### src/hw/rtl/bdq_pkg.sv
package bdq_pkg;

  // Storage geometry of the ring.
  localparam int CAPACITY   = 32;
  localparam int DATA_WIDTH = 32;
  localparam int IDX_W      = $clog2(CAPACITY);
  localparam int CNT_W      = $clog2(CAPACITY + 1);
  localparam int SUM_W      = CNT_W + 1;

  // Field widths of the transaction payloads.
  localparam int OPCODE_W = 3;
  localparam int VALUE_W  = 32;
  localparam int COUNT_W  = 6;

  // Operation codes.
  localparam logic [OPCODE_W-1:0] OP_PUSH_FRONT = 3'd0;
  localparam logic [OPCODE_W-1:0] OP_PUSH_BACK  = 3'd1;
  localparam logic [OPCODE_W-1:0] OP_POP_FRONT  = 3'd2;
  localparam logic [OPCODE_W-1:0] OP_POP_BACK   = 3'd3;
  localparam logic [OPCODE_W-1:0] OP_QUERY      = 3'd4;

  typedef struct packed {
    logic [OPCODE_W-1:0]      opcode;
    logic signed [VALUE_W-1:0] value;
  } bdq_cmd_t;

  typedef struct packed {
    logic                      ok;
    logic signed [VALUE_W-1:0] front_value;
    logic signed [VALUE_W-1:0] back_value;
    logic [COUNT_W-1:0]        count;
    logic                      empty_res;
  } bdq_res_t;

  // Commands from the controller to the datapath.
  typedef struct packed {
    logic load;
    logic exec;
    logic rd;
  } bdq_ctl_t;

  // Wrap a ring position that is known to be below twice the capacity.
  function automatic logic [IDX_W-1:0] ring_wrap(input logic [SUM_W-1:0] pos);
    logic [SUM_W-1:0] cap;
    cap = SUM_W'(CAPACITY);
    if (pos >= cap) begin
      ring_wrap = IDX_W'(pos - cap);
    end else begin
      ring_wrap = IDX_W'(pos);
    end
  endfunction

endpackage

### src/hw/rtl/bdq_ctrl.sv
module bdq_ctrl (
  input  logic                clk,
  input  logic                rst,
  input  logic                start,
  output logic                busy,
  output logic                done,
  output bdq_pkg::bdq_ctl_t   ctl
);

  typedef enum logic [3:0] {
    ST_IDLE = 4'b0001,
    ST_EXEC = 4'b0010,
    ST_READ = 4'b0100,
    ST_DONE = 4'b1000
  } state_t;

  state_t state;
  state_t state_next;

  always_comb begin
    state_next = state;
    case (state)
      ST_IDLE: begin
        if (start) begin
          state_next = ST_EXEC;
        end
      end
      ST_EXEC: state_next = ST_READ;
      ST_READ: state_next = ST_DONE;
      ST_DONE: state_next = ST_IDLE;
      default: state_next = ST_IDLE;
    endcase
  end

  always_ff @(posedge clk) begin
    if (rst) begin
      state <= ST_IDLE;
    end else begin
      state <= state_next;
    end
  end

  assign busy     = (state != ST_IDLE);
  assign done     = (state == ST_DONE);
  assign ctl.load = (state == ST_IDLE) && start;
  assign ctl.exec = (state == ST_EXEC);
  assign ctl.rd   = (state == ST_READ);

endmodule

### src/hw/rtl/bdq_dpath.sv
module bdq_dpath (
  input  logic              clk,
  input  logic              rst,
  input  bdq_pkg::bdq_ctl_t ctl,
  input  bdq_pkg::bdq_cmd_t cmd,
  output bdq_pkg::bdq_res_t res
);

  logic [bdq_pkg::DATA_WIDTH-1:0] ring_store [bdq_pkg::CAPACITY];

  logic [bdq_pkg::OPCODE_W-1:0]   opcode;
  logic [bdq_pkg::DATA_WIDTH-1:0] value;
  logic [bdq_pkg::IDX_W-1:0]      front_index;
  logic [bdq_pkg::IDX_W-1:0]      front_index_next;
  logic [bdq_pkg::CNT_W-1:0]      item_count;
  logic [bdq_pkg::CNT_W-1:0]      item_count_next;
  logic                           ok;
  logic                           ok_next;
  logic [bdq_pkg::DATA_WIDTH-1:0] rd_front;
  logic [bdq_pkg::DATA_WIDTH-1:0] rd_back;

  logic                           full;
  logic                           queue_empty;
  logic                           wr_en;
  logic [bdq_pkg::IDX_W-1:0]      wr_addr;
  logic [bdq_pkg::IDX_W-1:0]      front_dec;
  logic [bdq_pkg::IDX_W-1:0]      front_inc;
  logic [bdq_pkg::IDX_W-1:0]      tail_pos;
  logic [bdq_pkg::IDX_W-1:0]      back_pos;

  assign full        = (item_count == bdq_pkg::CNT_W'(bdq_pkg::CAPACITY));
  assign queue_empty = (item_count == '0);

  assign front_dec = (front_index == '0) ? bdq_pkg::IDX_W'(bdq_pkg::CAPACITY - 1)
                                         : front_index - 1'b1;
  assign front_inc = (front_index == bdq_pkg::IDX_W'(bdq_pkg::CAPACITY - 1)) ? '0
                                         : front_index + 1'b1;
  assign tail_pos  = bdq_pkg::ring_wrap(bdq_pkg::SUM_W'(front_index)
                                        + bdq_pkg::SUM_W'(item_count));
  // Only meaningful when the queue is not empty.
  assign back_pos  = bdq_pkg::ring_wrap(bdq_pkg::SUM_W'(front_index)
                                        + bdq_pkg::SUM_W'(item_count - 1'b1));

  always_comb begin
    front_index_next = front_index;
    item_count_next  = item_count;
    ok_next          = 1'b0;
    wr_en            = 1'b0;
    wr_addr          = tail_pos;
    case (opcode)
      bdq_pkg::OP_PUSH_FRONT: begin
        if (!full) begin
          front_index_next = front_dec;
          item_count_next  = item_count + 1'b1;
          wr_en            = 1'b1;
          wr_addr          = front_dec;
          ok_next          = 1'b1;
        end
      end
      bdq_pkg::OP_PUSH_BACK: begin
        if (!full) begin
          item_count_next = item_count + 1'b1;
          wr_en           = 1'b1;
          ok_next         = 1'b1;
        end
      end
      bdq_pkg::OP_POP_FRONT: begin
        if (!queue_empty) begin
          front_index_next = front_inc;
          item_count_next  = item_count - 1'b1;
          ok_next          = 1'b1;
        end
      end
      bdq_pkg::OP_POP_BACK: begin
        if (!queue_empty) begin
          item_count_next = item_count - 1'b1;
          ok_next         = 1'b1;
        end
      end
      bdq_pkg::OP_QUERY: ok_next = 1'b1;
      default: ok_next = 1'b0;
    endcase
  end

  always_ff @(posedge clk) begin
    if (rst) begin
      front_index <= '0;
      item_count  <= '0;
    end else if (ctl.exec) begin
      front_index <= front_index_next;
      item_count  <= item_count_next;
    end
  end

  always_ff @(posedge clk) begin
    if (ctl.load) begin
      opcode <= cmd.opcode;
      value  <= bdq_pkg::DATA_WIDTH'(cmd.value);
    end
    if (ctl.exec) begin
      ok <= ok_next;
    end
  end

  // Ring store: one write port, two registered read ports.
  always_ff @(posedge clk) begin
    if (ctl.exec && wr_en) begin
      ring_store[wr_addr] <= value;
    end
    if (ctl.rd) begin
      rd_front <= ring_store[front_index];
      rd_back  <= ring_store[back_pos];
    end
  end

  assign res.ok          = ok;
  assign res.front_value = queue_empty ? '1 : bdq_pkg::VALUE_W'(signed'(rd_front));
  assign res.back_value  = queue_empty ? '1 : bdq_pkg::VALUE_W'(signed'(rd_back));
  assign res.count       = bdq_pkg::COUNT_W'(item_count);
  assign res.empty_res   = queue_empty;

endmodule

### src/hw/rtl/bounded_deque.sv
// Bounded double-ended queue held in a ring store with a front index and a count.
// A transaction is latched when start is taken in idle, steps through the update,
// read and done states and is strobed on done; busy stays high through done, so none
// is taken before the last is through. The ring store is written in update, read in read.
// Reset (rst, synchronous, active high) empties the queue and idles the controller.
// The receiver cannot stall: each result is valid for exactly the one cycle of done.
module bounded_deque (
  input  logic              clk,
  input  logic              rst,
  input  logic              start,
  output logic              busy,
  input  bdq_pkg::bdq_cmd_t cmd,
  output logic              done,
  output bdq_pkg::bdq_res_t res
);

  // Command lines from the controller into the datapath.
  bdq_pkg::bdq_ctl_t ctl;

  // The controller steps each transaction through latch, update, read and
  // report phases.
  bdq_ctrl u_ctrl (
    .clk   (clk),
    .rst   (rst),
    .start (start),
    .busy  (busy),
    .done  (done),
    .ctl   (ctl)
  );

  // The datapath owns the ring store, the front index and the item count.
  // It applies the operation in the update phase, reads the front and back
  // entries in the read phase, and holds the result steady while done is high.
  // An empty queue reports -1 at both ends.
  bdq_dpath u_dpath (
    .clk (clk),
    .rst (rst),
    .ctl (ctl),
    .cmd (cmd),
    .res (res)
  );

endmodule
### config.mk
export PLATFORM = sky130hd
export DESIGN_NAME = bounded_deque
export DESIGN_NICKNAME = d
export VERILOG_FILES = /design/src/hw/rtl/bdq_pkg.sv /design/src/hw/rtl/bdq_ctrl.sv /design/src/hw/rtl/bdq_dpath.sv /design/src/hw/rtl/bounded_deque.sv
export SDC_FILE = /design/constraint.sdc
export NUM_CORES = 1
export LEC_CHECK = 0
export BUFFER_PORTS_ARGS = -buffer_cell sky130_fd_sc_hd__buf_2
export CAP_MARGIN = 20
export CORE_MARGIN = 2
export CORE_UTILIZATION = 50
export CTS_CLUSTER_DIAMETER = 30
export CTS_CLUSTER_SIZE = 10
export DETAILED_ROUTE_END_ITERATION = 8
export HOLD_SLACK_MARGIN = 0.05
export PLACE_DENSITY_LB_ADDON = 0.05
export REMOVE_ABC_BUFFERS = 1
export SYNTH_ARGS = -nofsm -noshare
export SYNTH_HDL_FRONTEND = slang
export SYNTH_HIERARCHICAL = 1
export SYNTH_SLANG_ARGS = --single-unit
### constraint.sdc
create_clock -name clk -period 4.59 [get_ports clk]
set_input_delay 0 -clock clk [delete_from_list [all_inputs] [get_ports clk]]
set_output_delay 0 -clock clk [all_outputs]
set_load 0.02 [all_outputs]
==> summary.txt, run 1 <==
WORST SETUP PATH
----------------------------------------------------------------------------------
Startpoint type of the worst setup path                                       flop
Crit path capture type                                                        flop
Critical path start-end classification                                  reg -> reg
Highest fanout seen on the critical path                                        31
Data required, critical path                                               5.10 ns
Arrival time at the worst endpoint                                         4.52 ns
Worst-case register-to-register setup slack                                0.58 ns

FLOORPLAN
----------------------------------------------------------------------------------
Die width                                                                   326 um
Die Footprint                                                          106000 um^2
Count of pins on the block boundary                                            112
Initial Utilization                                                          0.502
Height of the chip                                                          326 um
Area of the core                                                       103000 um^2
Standard-cell rows                                                             118

STA
----------------------------------------------------------------------------------
Slew Limit Fails                                                                 0
Share of the clock period used by the worst path                             0.874
Layout Skew                                                              0.0354 ns
Accumulated negative setup slack                                              0 ns
Transition at the pin with the smallest max-transition slack               1.09 ns
Minimum clock period after layout                                          4.01 ns
Max Clock Freq                                                             249 MHz
Final count of negative-setup-slack endpoints                                    0
RSZ-0062 raised after global routing                                         false
Final hold vios                                                                  0
Max-slew headroom                                                            0.274
Hold slack final                                                          0.123 ns

SYNTH
----------------------------------------------------------------------------------
Seq/Total Area, Yosys                                                        0.657
Register bit count reported by yosys                                          1139
Async S/R FF share, synth                                                        0
Total number of yosys warnings                                                   6
Library cells used by synthesis                                                 54
Number of synthesized flops with an enable pin                                1124
Ys flop type                                                              edfxtp_1
Number of cells produced by synthesis                                         2754
Area of the mapped netlist                                              51800 um^2
Average cell area after synthesis                                        18.8 um^2

DRT
----------------------------------------------------------------------------------
Total iterations of the first detailed-routing run                               6
Via-to-Cell Ratio                                                             6.60
Overall via count from detail_route                                          30900
Starting DRC count in detailed routing                                        3657
Drt total wl                                                             157000 um
Routed length per instance                                                 33.6 um
Final routed DRC violation total                                                 0
Detail Route Antenna Nets                                                        0

PWR
----------------------------------------------------------------------------------
Final Power                                                                29.5 mW
Internal Dissipation                                                       23.2 mW
Leakage power                                                              20.8 nW
Share of power burned in combinational logic                                 0.023
Fraction of power consumed by sequential logic                               0.397
Switching power summed over all nets                                       6.29 mW
Switching part of the total power                                            0.213
Worst vdd ir                                                                326 uV
Portion of total power attributed to the clock network                       0.581
Pwr/cell area                                                          462 nW/um^2

FINISH
----------------------------------------------------------------------------------
Fraction of layout instances using a drive strength above 1                  0.346
Filler cell count                                                             7329
Signed area change from the synthesized netlist to the final layout          23.4%
Leading cell type in the layout, fill and taps excluded                   edfxtp_1
Design area                                                             63900 um^2
Final Util                                                                   0.619
Multi-input logic area                                                  17200 um^2
Most frequent cells in the layout                                     edfxtp_1 (1124), mux4_2 (390), mux2i_1 (347), clkbuf_16 (237), a22o_1 (114)
Storage cell area                                                       34100 um^2
Net total in the final layout                                                 3154

CLOCK TREE
----------------------------------------------------------------------------------
Largest buffer count on any clock path                                           3
Clock slew at reported path FFs                                            0.05 ns
CTS buffer count                                                               236
Clk sink count                                                                1139
Clock root buffer                                                        clkbuf_16
H-tree levels                                                                    4
CTS tree                                                                     built
Post-CTS resize count                                                            0
Later-pin clock latency in the skew report                                 0.81 ns

GLOBAL ROUTING
----------------------------------------------------------------------------------
Initial antenna violation count                                                  1
Overall global routing resource usage                                        0.297
GRT Residual Overflow                                                            0
Pin count of the biggest net entering global routing                           127
Via count of the first global-routing pass                                   32000
First-pass GRT wire length                                               224000 um

OUTCOME
----------------------------------------------------------------------------------
Status                                                                   completed

WORST HOLD PATH
----------------------------------------------------------------------------------
Type of the most critical hold path                                      in -> reg

PLACE
----------------------------------------------------------------------------------
Placer Congestion                                                            0.823
Post-place instance area                                                54900 um^2
IO Port Bufs                                                                   111
Final HPWL DP                                                             87900 um

JOB
----------------------------------------------------------------------------------
Reported max-cap violation count                                                 0

==> state kept, by name, indices dropped and copies added (netlist names) <==
| signal | flops |
|---|---|
| u_dpath/opcode | 3 |
| u_ctrl/state | 4 |
| u_dpath/value | 32 |
| u_dpath/ok | 1 |
| u_dpath/rd_front | 32 |
| u_dpath/ring_store | 1024 |
| u_dpath/rd_back | 32 |
| u_dpath/item_count | 6 |
| u_dpath/front_index | 5 |
==> cell usage after synthesis (2+ instances only) <==
master	instances	share of area
nand2_1	49	0.0036
a22o_1	114	0.019
and3_1	11	0.0013
clkbuf_1	128	0.0093
xor2_1	5	0.00085
buf_2	43	0.0042
ha_1	18	0.0043
a31oi_1	31	0.0037
a21o_1	3	0.00043
nor3_1	34	0.0033
o211ai_1	2	0.00029
nor4b_1	6	0.0010
xnor2_1	7	0.0012
buf_4	3	0.00043
edfxtp_1	1124	0.65
nor3b_1	2	0.00029
or4_1	2	0.00029
nor2_1	51	0.0037
nand2b_1	5	0.00060
a22oi_1	43	0.0062
or2_2	67	0.0081
o221ai_1	31	0.0052
buf_1	36	0.0026
mux4_2	390	0.17
mux2_2	3	0.00065
o31ai_1	3	0.00043
o31a_1	2	0.00034
dfxtp_1	15	0.0058
inv_1	18	0.0013
mux2i_1	347	0.067
a21oi_1	46	0.0044
o22ai_1	3	0.00036
and2_1	3	0.00036
nand3_1	3	0.00029
o21ai_0	10	0.00097
fa_1	3	0.0012
a211oi_1	8	0.0012
a221oi_1	64	0.011
nor2b_1	6	0.00072
==> cell type report <==
cell class              count  area share
multi-input cells        1385       0.269
well taps                1380      0.0270
clock buffers             260      0.0941
flip-flops and latches   1139       0.533
diodes                      2   0.0000783
inverters                  19     0.00115
repair buffers            314      0.0426
clock inverters           185      0.0337
==> what timing repair did <==
action,4_1_cts,5_1_grt
setup buffers,0,0
endpoints found under the hold margin,85,0
endpoints found under the setup margin,0,0
hold buffers,74,0
==> logic make-up after synthesis <==
logic type	synth area share
XOR/XNOR	0.00203
AND/OR/NAND/NOR	0.0251
multiplexers	0.237
buffers and inverters	0.0181
adder cells (fa/ha/maj)	0.00551
flip-flops	0.657
AO/OA/AOI/OAI	0.0547
==> power by group through the flow <==
stage	Sequential [mW]	Clock, mW	Combinational, mW
after floorplan	11.8	0	0.452
after global placement	11.9	0	0.584
after detailed placement	11.9	0	0.589
after CTS	11.7	17.3	0.640
after global routing	11.7	17.8	0.707
final	11.7	17.1	0.669
==> critical path: stages, from the launching register on <==
cell      delay (ns)
dfxtp_1         0.63
inv_1           0.29
ha_1            0.41
inv_1           0.09
ha_1            0.34
xor2_1          0.31
and2_4          0.68
buf_12          0.28
a221oi_1        0.10
mux2i_1         0.55
==> through the flow <==
stage	std cells	setup slack, ns
final	4684	0.576
after CTS	4679	0.685
after global routing	4682	0.382
after floorplan	2543	-16.98
after detailed placement	4160	0.727
after global placement	4160	0.728
==> worst paths after layout <==
| check | start | to | cells after the start |
|---|---|---|---|
| worst max register to register | u_dpath/front_index[3] | u_dpath/rd_back[12] | 9 |
| worst min-delay path | rst | u_dpath/item_count[1] | 3 |
| worst max-delay path | u_dpath/front_index[3] | u_dpath/rd_back[12] | 9 |
| worst min register to register | u_ctrl/state[0] | u_ctrl/state[3] | 1 |
==> layer usage <==
| layer | global-route usage | part of all wire | vias to the layer above |
|---|---|---|---|
| met5 | 0.00621 | 0.00060 | - |
| met4 | 0.109 | 0.032 | 2 |
| met3 | 0.0766 | 0.096 | 295 |
| met2 | 0.463 | 0.48 | 1641 |
| met1 | 0.407 | 0.39 | 16400 |
| li1 | - | - | 12500 |
Power figures use the tool's default switching activity.
==> run 2, diff against run 1 <==
CORE_ASPECT_RATIO = 2   (was default)
==> summary.txt, run 2 (synthesis gave the netlist of run 1 again) <==
PWR
----------------------------------------------------------------------------------
Final Power                                                                24.3 mW
Share of power burned in combinational logic                                 0.029
Portion of total power attributed to the clock network                       0.491
Pwr/cell area                                                          397 nW/um^2
Switching power summed over all nets                                       5.07 mW
Switching part of the total power                                            0.208
Worst vdd ir                                                                379 uV
Leakage power                                                              19.6 nW
Internal Dissipation                                                       19.2 mW
Fraction of power consumed by sequential logic                               0.480

CLOCK TREE
----------------------------------------------------------------------------------
Clock slew at reported path FFs                                            0.05 ns
Clk sink count                                                                1139
Post-CTS resize count                                                            0
Clock root buffer                                                        clkbuf_16
Largest buffer count on any clock path                                           3
CTS buffer count                                                               162
CTS tree                                                                     built
Later-pin clock latency in the skew report                                 0.77 ns
H-tree levels                                                                    4

DRT
----------------------------------------------------------------------------------
Drt total wl                                                             165000 um
Total iterations of the first detailed-routing run                               5
Starting DRC count in detailed routing                                        3212
Detail Route Antenna Nets                                                        0
Final routed DRC violation total                                                 0
Via-to-Cell Ratio                                                             6.84
Overall via count from detail_route                                          30800
Routed length per instance                                                 36.7 um

PLACE
----------------------------------------------------------------------------------
IO Port Bufs                                                                   111
Cell count after placement                                                    4147
Final HPWL DP                                                             93700 um
Placer Congestion                                                            0.825

WORST SETUP PATH
----------------------------------------------------------------------------------
Highest fanout seen on the critical path                                        37
Startpoint type of the worst setup path                                       flop
Arrival time at the worst endpoint                                         4.39 ns
Origin of the worst setup path                                        u_dpath/item_count[0]
Data required, critical path                                               5.07 ns
Critical path start-end classification                                  reg -> reg
Reg-to-reg startpoint                                                 u_dpath/item_count[0]
Crit path capture type                                                        flop

FINISH
----------------------------------------------------------------------------------
Number of flip-flops under the largest register name                          1024
Filler cell count                                                             7692
Most frequent cells in the layout                                     edfxtp_1 (1124), mux4_2 (390), mux2i_1 (347), clkbuf_16 (167), a22o_1 (114)
Count of non-filler cells in the finished layout                              4497
Net total in the final layout                                                 3099
Signed area change from the synthesized netlist to the final layout          18.2%
Register bank with the most flops                                     u_dpath/ring_store
Fraction of layout instances using a drive strength above 1                  0.320
Leading cell type in the layout, fill and taps excluded                   edfxtp_1

STA
----------------------------------------------------------------------------------
Layout Skew                                                              0.0325 ns
Transition at the pin with the smallest max-transition slack               1.12 ns
Max-slew headroom                                                            0.252
Max Clock Freq                                                             256 MHz
Final hold vios                                                                  0
RSZ-0062 raised after global routing                                         false
Minimum clock period after layout                                          3.91 ns
Share of the clock period used by the worst path                             0.852
Slew Limit Fails                                                                 0
Accumulated negative setup slack                                              0 ns
Final count of negative-setup-slack endpoints                                    0

FLOORPLAN
----------------------------------------------------------------------------------
Height of the chip                                                          459 um
Die width                                                                   232 um
Initial Utilization                                                          0.502
Die Footprint                                                          106000 um^2
Area of the core                                                       103000 um^2
Standard-cell rows                                                             167
Count of pins on the block boundary                                            112

WORST HOLD PATH
----------------------------------------------------------------------------------
Type of the most critical hold path                                      in -> reg
Min-Delay Startpoint                                                           rst

GLOBAL ROUTING
----------------------------------------------------------------------------------
Via count of the first global-routing pass                                   32300
Pin count of the biggest net entering global routing                            98
GRT Residual Overflow                                                            0
First-pass GRT wire length                                               234000 um
Overall global routing resource usage                                        0.315
Initial antenna violation count                                                  2

OUTCOME
----------------------------------------------------------------------------------
Status                                                                   completed

JOB
----------------------------------------------------------------------------------
Reported max-cap violation count                                                 0

==> run 2: final timing paths <==
| kind | slack [ns] | cells after the start | end |
|---|---|---|---|
| worst max-delay path | 0.68 | 8 | u_dpath/rd_back[2] |
| worst min-delay path | 0.17 | 3 | u_dpath/item_count[4] |
| worst max register to register | 0.68 | 8 | u_dpath/rd_back[2] |
| worst min register to register | 0.58 | 1 | u_ctrl/state[3] |
==> run 2: cell type report <==
class	instances	area, um^2	share of cell area
sequential	1139	34100	0.556
multi-input combinational	1385	17200	0.280
timing repair buffer	333	3160	0.0516
antenna	1	2.50	0.0000409
tap	1352	1690	0.0276
inverter	19	73.8	0.00121
clock buffer	188	4260	0.0695
clock inverter	80	840	0.0137
==> run 2: repair_timing <==
| action | 4_1_cts | 5_1_grt |
|---|---|---|
| setup buffers | 0 | 0 |
| hold buffers | 73 | 0 |
| hold endpoints to repair | 85 | 0 |
==> run 2: worst max-delay path, stage by stage, from the launching register on <==
cell and delay [ns]:
dfxtp_1 0.65, inv_1 0.16, ha_4 0.90, buf_12 0.30, buf_4 0.25, mux4_2 0.52
a22o_1 0.24, a221oi_1 0.40, mux2i_1 0.17
==> run 2: routing by layer <==
layer / wire length, um / GRT usage
met1: 57900 / 0.383
met5: 69 / 0.00513
met3: 12400 / 0.0557
met2: 86200 / 0.545
met4: 8550 / 0.149
==> run 2: power groups by stage <==
stage                     clock network [mW]  logic, mW  registers [mW]
final                                   11.9      0.710            11.7
after global placement                     0      0.598            11.9
after global routing                    12.5      0.745            11.7
after floorplan                            0      0.452            11.8
after CTS                               12.1      0.654            11.7
after detailed placement                   0      0.602            11.9
==> run 2: per-stage QoR <==
step / instance area (um^2) / setup slack (ns) / util / hold WS [ns]
after floorplan: 50900 / -16.98 / - / 0.0691
final: 61200 / 0.678 / 0.593 / 0.167
after global placement: 55200 / 0.711 / 0.535 / 0.178
after global routing: 61200 / 0.473 / 0.593 / 0.160
after detailed placement: 55200 / 0.641 / 0.535 / 0.178
after CTS: 61000 / 0.624 / 0.591 / 0.117
